$ cat src/rtl/core/wrs_pkg.sv
// warp register scoreboard: shared types, field widths and operation codes
// no dependencies; used by the channel interfaces, the update logic and the top level
`default_nettype none

package wrs_pkg;

   // field widths of one request word
   localparam int FUNC_W  = 3;
   localparam int WARP_W  = 6;
   localparam int REG_W   = 6;
   localparam int SLOTS   = 4;
   localparam int REGS_W  = SLOTS * REG_W;

   // operation codes
   typedef enum logic [FUNC_W-1:0] {
      FUNC_RESERVE    = 3'd0,
      FUNC_RELEASE    = 3'd1,
      FUNC_CHECK      = 3'd2,
      FUNC_PENDING    = 3'd3,
      FUNC_LONG_QUERY = 3'd4
   } func_type;

   // one request word
   typedef struct packed {
      logic [FUNC_W-1:0] func;
      logic [WARP_W-1:0] warp;
      logic [REGS_W-1:0] dst_regs;
      logic [REGS_W-1:0] src_regs;
      logic [REG_W-1:0]  pred_reg;
      logic [REG_W-1:0]  addr_reg_a;
      logic [REG_W-1:0]  addr_reg_b;
      logic              long_load;
      logic [REG_W-1:0]  query_reg;
   } req_type;

   // one response word
   typedef struct packed {
      logic hazard;
      logic pending;
      logic long_op;
      logic double_reserve;
   } rsp_type;

   // update logic to top level: write strobe and the response word
   typedef struct packed {
      logic    wr_en;
      rsp_type word;
   } upd_type;

endpackage

`default_nettype wire

$ cat src/rtl/core/wrs_update.sv
// warp register scoreboard: bitmap update and response for one request word
// depends on wrs_pkg for the request, response and update types
`default_nettype none

module wrs_update #(
   parameter int NUM_REGS = 64
) (
   input  wire wrs_pkg::req_type  item,
   input  wire                    warp_ok,
   input  wire [NUM_REGS-1:0]     pend_cur,
   input  wire [NUM_REGS-1:0]     long_cur,
   output logic [NUM_REGS-1:0]    pend_next,
   output logic [NUM_REGS-1:0]    long_next,
   output wrs_pkg::upd_type       upd
);

   localparam int REG_IW = $clog2(NUM_REGS);
   localparam logic [wrs_pkg::REG_W:0] REG_LIMIT = (wrs_pkg::REG_W + 1)'(NUM_REGS);

   // one-hot bit of a register; none for register zero or beyond the file
   function automatic logic [NUM_REGS-1:0] reg_bit(input logic [wrs_pkg::REG_W-1:0] r);
      logic [NUM_REGS-1:0] b;
      b = '0;
      if (r != '0 && {1'b0, r} < REG_LIMIT) begin
         b[r[REG_IW-1:0]] = 1'b1;
      end
      return b;
   endfunction

   logic [NUM_REGS-1:0] dmask;
   logic [NUM_REGS-1:0] all_regs;
   logic                dbl;

   // destination mask, double reserve detection and full operand mask
   always_comb begin
      logic [NUM_REGS-1:0] b;
      dmask    = '0;
      all_regs = '0;
      dbl      = 1'b0;
      for (int s = 0; s < wrs_pkg::SLOTS; s++) begin
         b = reg_bit(item.dst_regs[s*wrs_pkg::REG_W +: wrs_pkg::REG_W]);
         if ((b & (pend_cur | dmask)) != '0) begin
            dbl = 1'b1;
         end
         dmask    = dmask | b;
         all_regs = all_regs | b
                  | reg_bit(item.src_regs[s*wrs_pkg::REG_W +: wrs_pkg::REG_W]);
      end
      all_regs = all_regs | reg_bit(item.pred_reg) | reg_bit(item.addr_reg_a)
               | reg_bit(item.addr_reg_b);
   end

   // operation decode
   always_comb begin
      pend_next = pend_cur;
      long_next = long_cur;
      upd       = '0;
      unique case (item.func)
         wrs_pkg::FUNC_RESERVE: begin
            pend_next = pend_cur | dmask;
            if (item.long_load) begin
               long_next = long_cur | dmask;
            end
            upd.wr_en               = 1'b1;
            upd.word.double_reserve = dbl;
         end
         wrs_pkg::FUNC_RELEASE: begin
            pend_next = pend_cur & ~dmask;
            long_next = long_cur & ~dmask;
            upd.wr_en = 1'b1;
         end
         wrs_pkg::FUNC_CHECK: begin
            upd.word.hazard = (pend_cur & all_regs) != '0;
         end
         wrs_pkg::FUNC_LONG_QUERY: begin
            upd.word.long_op = (long_cur & reg_bit(item.query_reg)) != '0;
         end
         default: begin
         end
      endcase
      upd.word.pending = pend_next != '0;
      // warp beyond the table: no change, all-zero word
      if (!warp_ok) begin
         upd = '0;
      end
   end

endmodule

`default_nettype wire

$ cat config.mk
export PLATFORM = sky130hd
export DESIGN_NAME = wrs_update
export DESIGN_NICKNAME = d
export VERILOG_FILES = /design/src/rtl/core/wrs_pkg.sv /design/src/rtl/core/wrs_update.sv
export SDC_FILE = /design/constraint.sdc
export NUM_CORES = 1
export LEC_CHECK = 0
export CAP_MARGIN = 0
export CORE_MARGIN = 1.5
export CORE_UTILIZATION = 25
export DETAILED_ROUTE_END_ITERATION = 6
export DONT_BUFFER_PORTS = 1
export PLACE_DENSITY = 0.46
export SYNTH_ARGS = -nofsm -noshare
export SYNTH_HDL_FRONTEND = slang
export SYNTH_SLANG_ARGS = --single-unit
$ cat constraint.sdc
create_clock -name vclk -period 10.07
set_clock_uncertainty 0.1 [all_clocks]
set_input_delay 2.014 -clock vclk [all_inputs]
set_output_delay 2.014 -clock vclk [all_outputs]
set_load 0.1 [all_outputs]
### Word-level counts from Yosys, hierarchy flattened

Cells that the tools add are included.
Widths: inputs -> output; s select.

* bits in registers: 0
* latch bits: 0
* bits in writable memories: 0
* ROM bits: 0
* input port bits: 211
* output and inout port bits: 133
* word-level logic and storage cells: 136
* memories kept: 0

* $add $sub $neg: 0
* multipliers: 0
* divide/modulo/power cells: 0
* magnitude comparators: 24
* equality and inequality tests: 3
* shift-type cells: 0
* mux-type cells: 49
* bitwise operators: 27
* reduce and logical (&&, ||, !) cells: 33

Operator list (count)
* $or 64x64->64: 18
* $mux 64: 14
* $and 64x64->64: 8
* $reduce_bool 64->1: 7
* $pmux 64 s2: 2
* $lt 6x7->1 const B: 12
* $demux 1 s6: 12
* $ge 6x1->1 const B: 12
* $reduce_bool 6->1: 12
* $not 64->64: 1
* $mux 1: 20
* $logic_and 1x1->1: 12
* $mux 5: 1
* $eq 3x1->1 const B: 1
* $eq 3x2->1 const B: 1
* $eq 3x3->1 const B: 1
* $logic_not 3->1: 1
* $reduce_or 2->1: 1

### Depth between registers and ports, before layout

* word-level depth: 19
* depth in mapped cells: 12

### Least setup slack after synthesis

No wires, ideal clock.

* path kind: input to output
* start point: in item[62] in the netlist's numbering
* end point: out upd[2] in the netlist's numbering
* arrival: 6761 ps
* data required time: 7956 ps
* setup slack: 1195 ps
* stages: 9
* cell sequence: clkbuf_1 clkbuf_1 nor3b_1 nand2_1 and3_1 o31ai_1 nor4_1 nand4_1 o41a_1

RTL lines
* start, declared: line wrs_update.sv:8 `input wire wrs_pkg::req_type item,`
* end, declared: line wrs_update.sv:14 `output wrs_pkg::upd_type upd`

==> out/results.ini <==
[power]
cell_internal_pwr_uw=158
clockPowerShare_pct=0
power.share.sequential_pct=0
powerDensity_mw_per_mm2=56.3
comb_power_share_pct=100.0
power_switching_share_pct=79.5
p_leak_uw=0.00389
vdd.ir_drop.worst_mv=0.0189
total_power_uw=771
p_switching_uw=613

[floorplan]
floorplan.io_pins=344
placement_rows=81
core_region_area_mm2=0.0487
fp.dieArea_mm2=0.0504
die-width_um=225
chipHeight_um=225
start_util_pct=25.2

[critical_path]
worstSetupEndpointType=primary output
critical_path.n_buffers_inverters=0
timing.setup.critical_path_class=primary input to primary output
crit_fanout=18
cp_top_family=simple AND/OR/NAND/NOR gates
crit_path_start_kind=primary input
crit_path_required_time_ns=7.96
arrival_time_of_the_worst_setup_path_ns=6.33
timing.critical_path.slowest_cell_delay_ns=0.98
timing.critical_path.cells=and3b_1 > nand2_1 > a31oi_1 > mux2_2 > or4b_1 > nor4b_1 > nand4_1 > o41a_1
critPathSlowestCell=o41a_1

[worst_hold_path]
timing.hold.worst.start=long_cur[0]
worstHoldPathType=primary input to primary output
holdPathEnd=long_next[0]
worst_hold_path_cells=0

[synthesis]
yosysSeqAreaShare_pct=0
synthTopCellsByArea=o22ai_1, a21oi_1, clkbuf_1
synth.yosys.warnings=0
synth.top_cell.area_share_pct=10.2
mappedNetlistArea_mm2=0.0123
ys_types=77
synthesis.nets=2313
syn_avg_cell_area_um2=5.84
synthCells=2102
post-synth-top-area-cell=o22ai_1

[timing]
final_min_period_over_clock_period_pct=83.9
timing.slew.headroom_pct=-4.11
setup_total_negative_slack_ns=0
finalWorstPathRequiredPeriod_ns=8.45
max_freq_ghz=0.118
worst-slew-pin-transition_ns=1.55
rsz0062_at_grt=false
final-max-slew-violation-count=3
hold_violations=0
fin_hold_ws_ns=3.93
setup-violations-final=0

[global_routing]
grt_pass1_vias=18700
grt.met1_usage_pct=58.2
globalRouteMet3Util_pct=19.4
grt_first_pass_wirelength_mm=176
grt.met2_usage_pct=73.3
grt_antenna_before_repair=21
grt-busiest-layer=met2
grt_start_max_net_pins=69
groute.usage.overall_pct=51.2
overflow=0

[drt]
post-route-drc-count=1
first_iter_violations=4004
vias=21100
initial_drt_pass_iterations=7
post_drt_via_cell_ratio=8.06
routedWlPerCell_um=51.5
finalWirelength_mm=135
postRouteAntennaNets=0

[cells_and_area]
post_route_cells_drive_above_1_share_pct=15.1
area_added_between_synthesis_and_finish_pct=11.6
nets=2155
flops_and_latches=0
regArea_um2=0
final.fill_count=5509
clock_buffers=0
layoutNonFillerInstCount=2619

[run]
cap_violations=3

[placement]
gp_congestion=1.12
dp_hpwl_mm=105
port_buffers=0
dpl.cell_count=2603

[outcome]
outcome=complete, but fails checks
failed_checks=design-rule violations, max-capacitance violations, max-slew violations

[clock_tree]
cts-resized-gates=0
cts_hold_buf=0
cts_setup_buffers=0

==> metrics by stage <==
stage	util (%)	instance area, µm²	setup WS, ns
global route	28.1	13700	1.38
global placement	28.0	13600	1.83
finish	28.1	13700	1.62
CTS	28.0	13600	1.85
detailed placement	28.0	13600	1.86
floorplan	-	12300	1.20
==> routing by layer <==
| metal | share of wire (%) | wire, µm |
|---|---|---|
| met1 | 35 | 46900 |
| met2 | 40 | 54200 |
| met3 | 13 | 17700 |
| met4 | 12 | 15900 |
| met5 | 0.14 | 188 |
==> power groups by stage <==
stage	Sequential (µW)	Clock, µW	Combinational (µW)
after CTS	0	0	733
after detailed placement	0	0	732
after floorplan	0	0	536
final	0	0.0000101	771
after global placement	0	0	739
==> Yosys cell counts, drive strengths merged, types with 27 or more instances <==
master / n
nand3: 78
a22oi: 59
a221oi: 27
nor2: 188
o22a: 52
or3b: 47
o21ai: 129
nand4: 40
o31ai: 32
a21oi: 219
clkbuf: 209
nor4: 42
a31oi: 41
nand3b: 66
o22ai: 200
nand2: 197
buf: 42
inv: 31
==> worst max-delay path by stage <==
stage | startpoint | endpoint | depth (start not counted)
2_1_floorplan | item[62] | upd[2] | 9
3_3_place_gp | item[66] | upd[2] | 8
3_5_place_dp | item[58] | upd[2] | 9
4_1_cts | item[58] | upd[2] | 9
5_1_grt | item[58] | upd[2] | 9
6_report | item[62] | upd[2] | 8
==> cell usage in the layout, fill, tap and decap left out, types with 10 or more instances in the layout <==
master,synthesis,final
buf_4,1,89
a221oi_1,27,27
o32ai_1,10,10
and3_1,26,26
diode_2,0,13
a21oi_2,0,36
nor2_1,188,177
o21ai_2,0,14
nor4_1,41,38
a211oi_1,18,16
inv_1,31,31
o31ai_4,0,29
or3_1,26,26
o22a_1,52,52
mux2i_1,20,13
nor3b_1,25,16
a21oi_1,219,183
o41ai_1,25,25
nand3_1,78,78
and3b_1,22,22
and2_1,11,11
nand3b_1,66,66
a22oi_1,59,59
nand2_1,197,197
a22o_1,10,10
or4_1,20,20
nor2b_1,22,20
mux2_2,12,12
nor3_1,22,18
or3b_2,47,47
o22ai_1,200,200
o2111ai_1,13,13
nand4_1,40,40
o21ai_0,129,114
a31oi_1,41,37
==> area by class of cell <==
type                       instances  area (µm²)  area share [%]
antenna                           13        32.5           0.237
inverter                          31         116           0.849
multi-input combinational       1820       12000            87.7
tap                              664         831            6.06
timing repair buffer              91         699            5.10
==> kinds of logic (layout without fill, tap and decap cells) <==
family	after synthesis	count (layout)	share of synthesized area [%]
simple gates	881	881	39.7
compound gates	902	902	47.8
buf+inv	282	122	8.96
other cells	0	13	0
xor+xnor	1	1	0.0713
mux	36	36	3.46
Power figures use the tool's default switching activity.
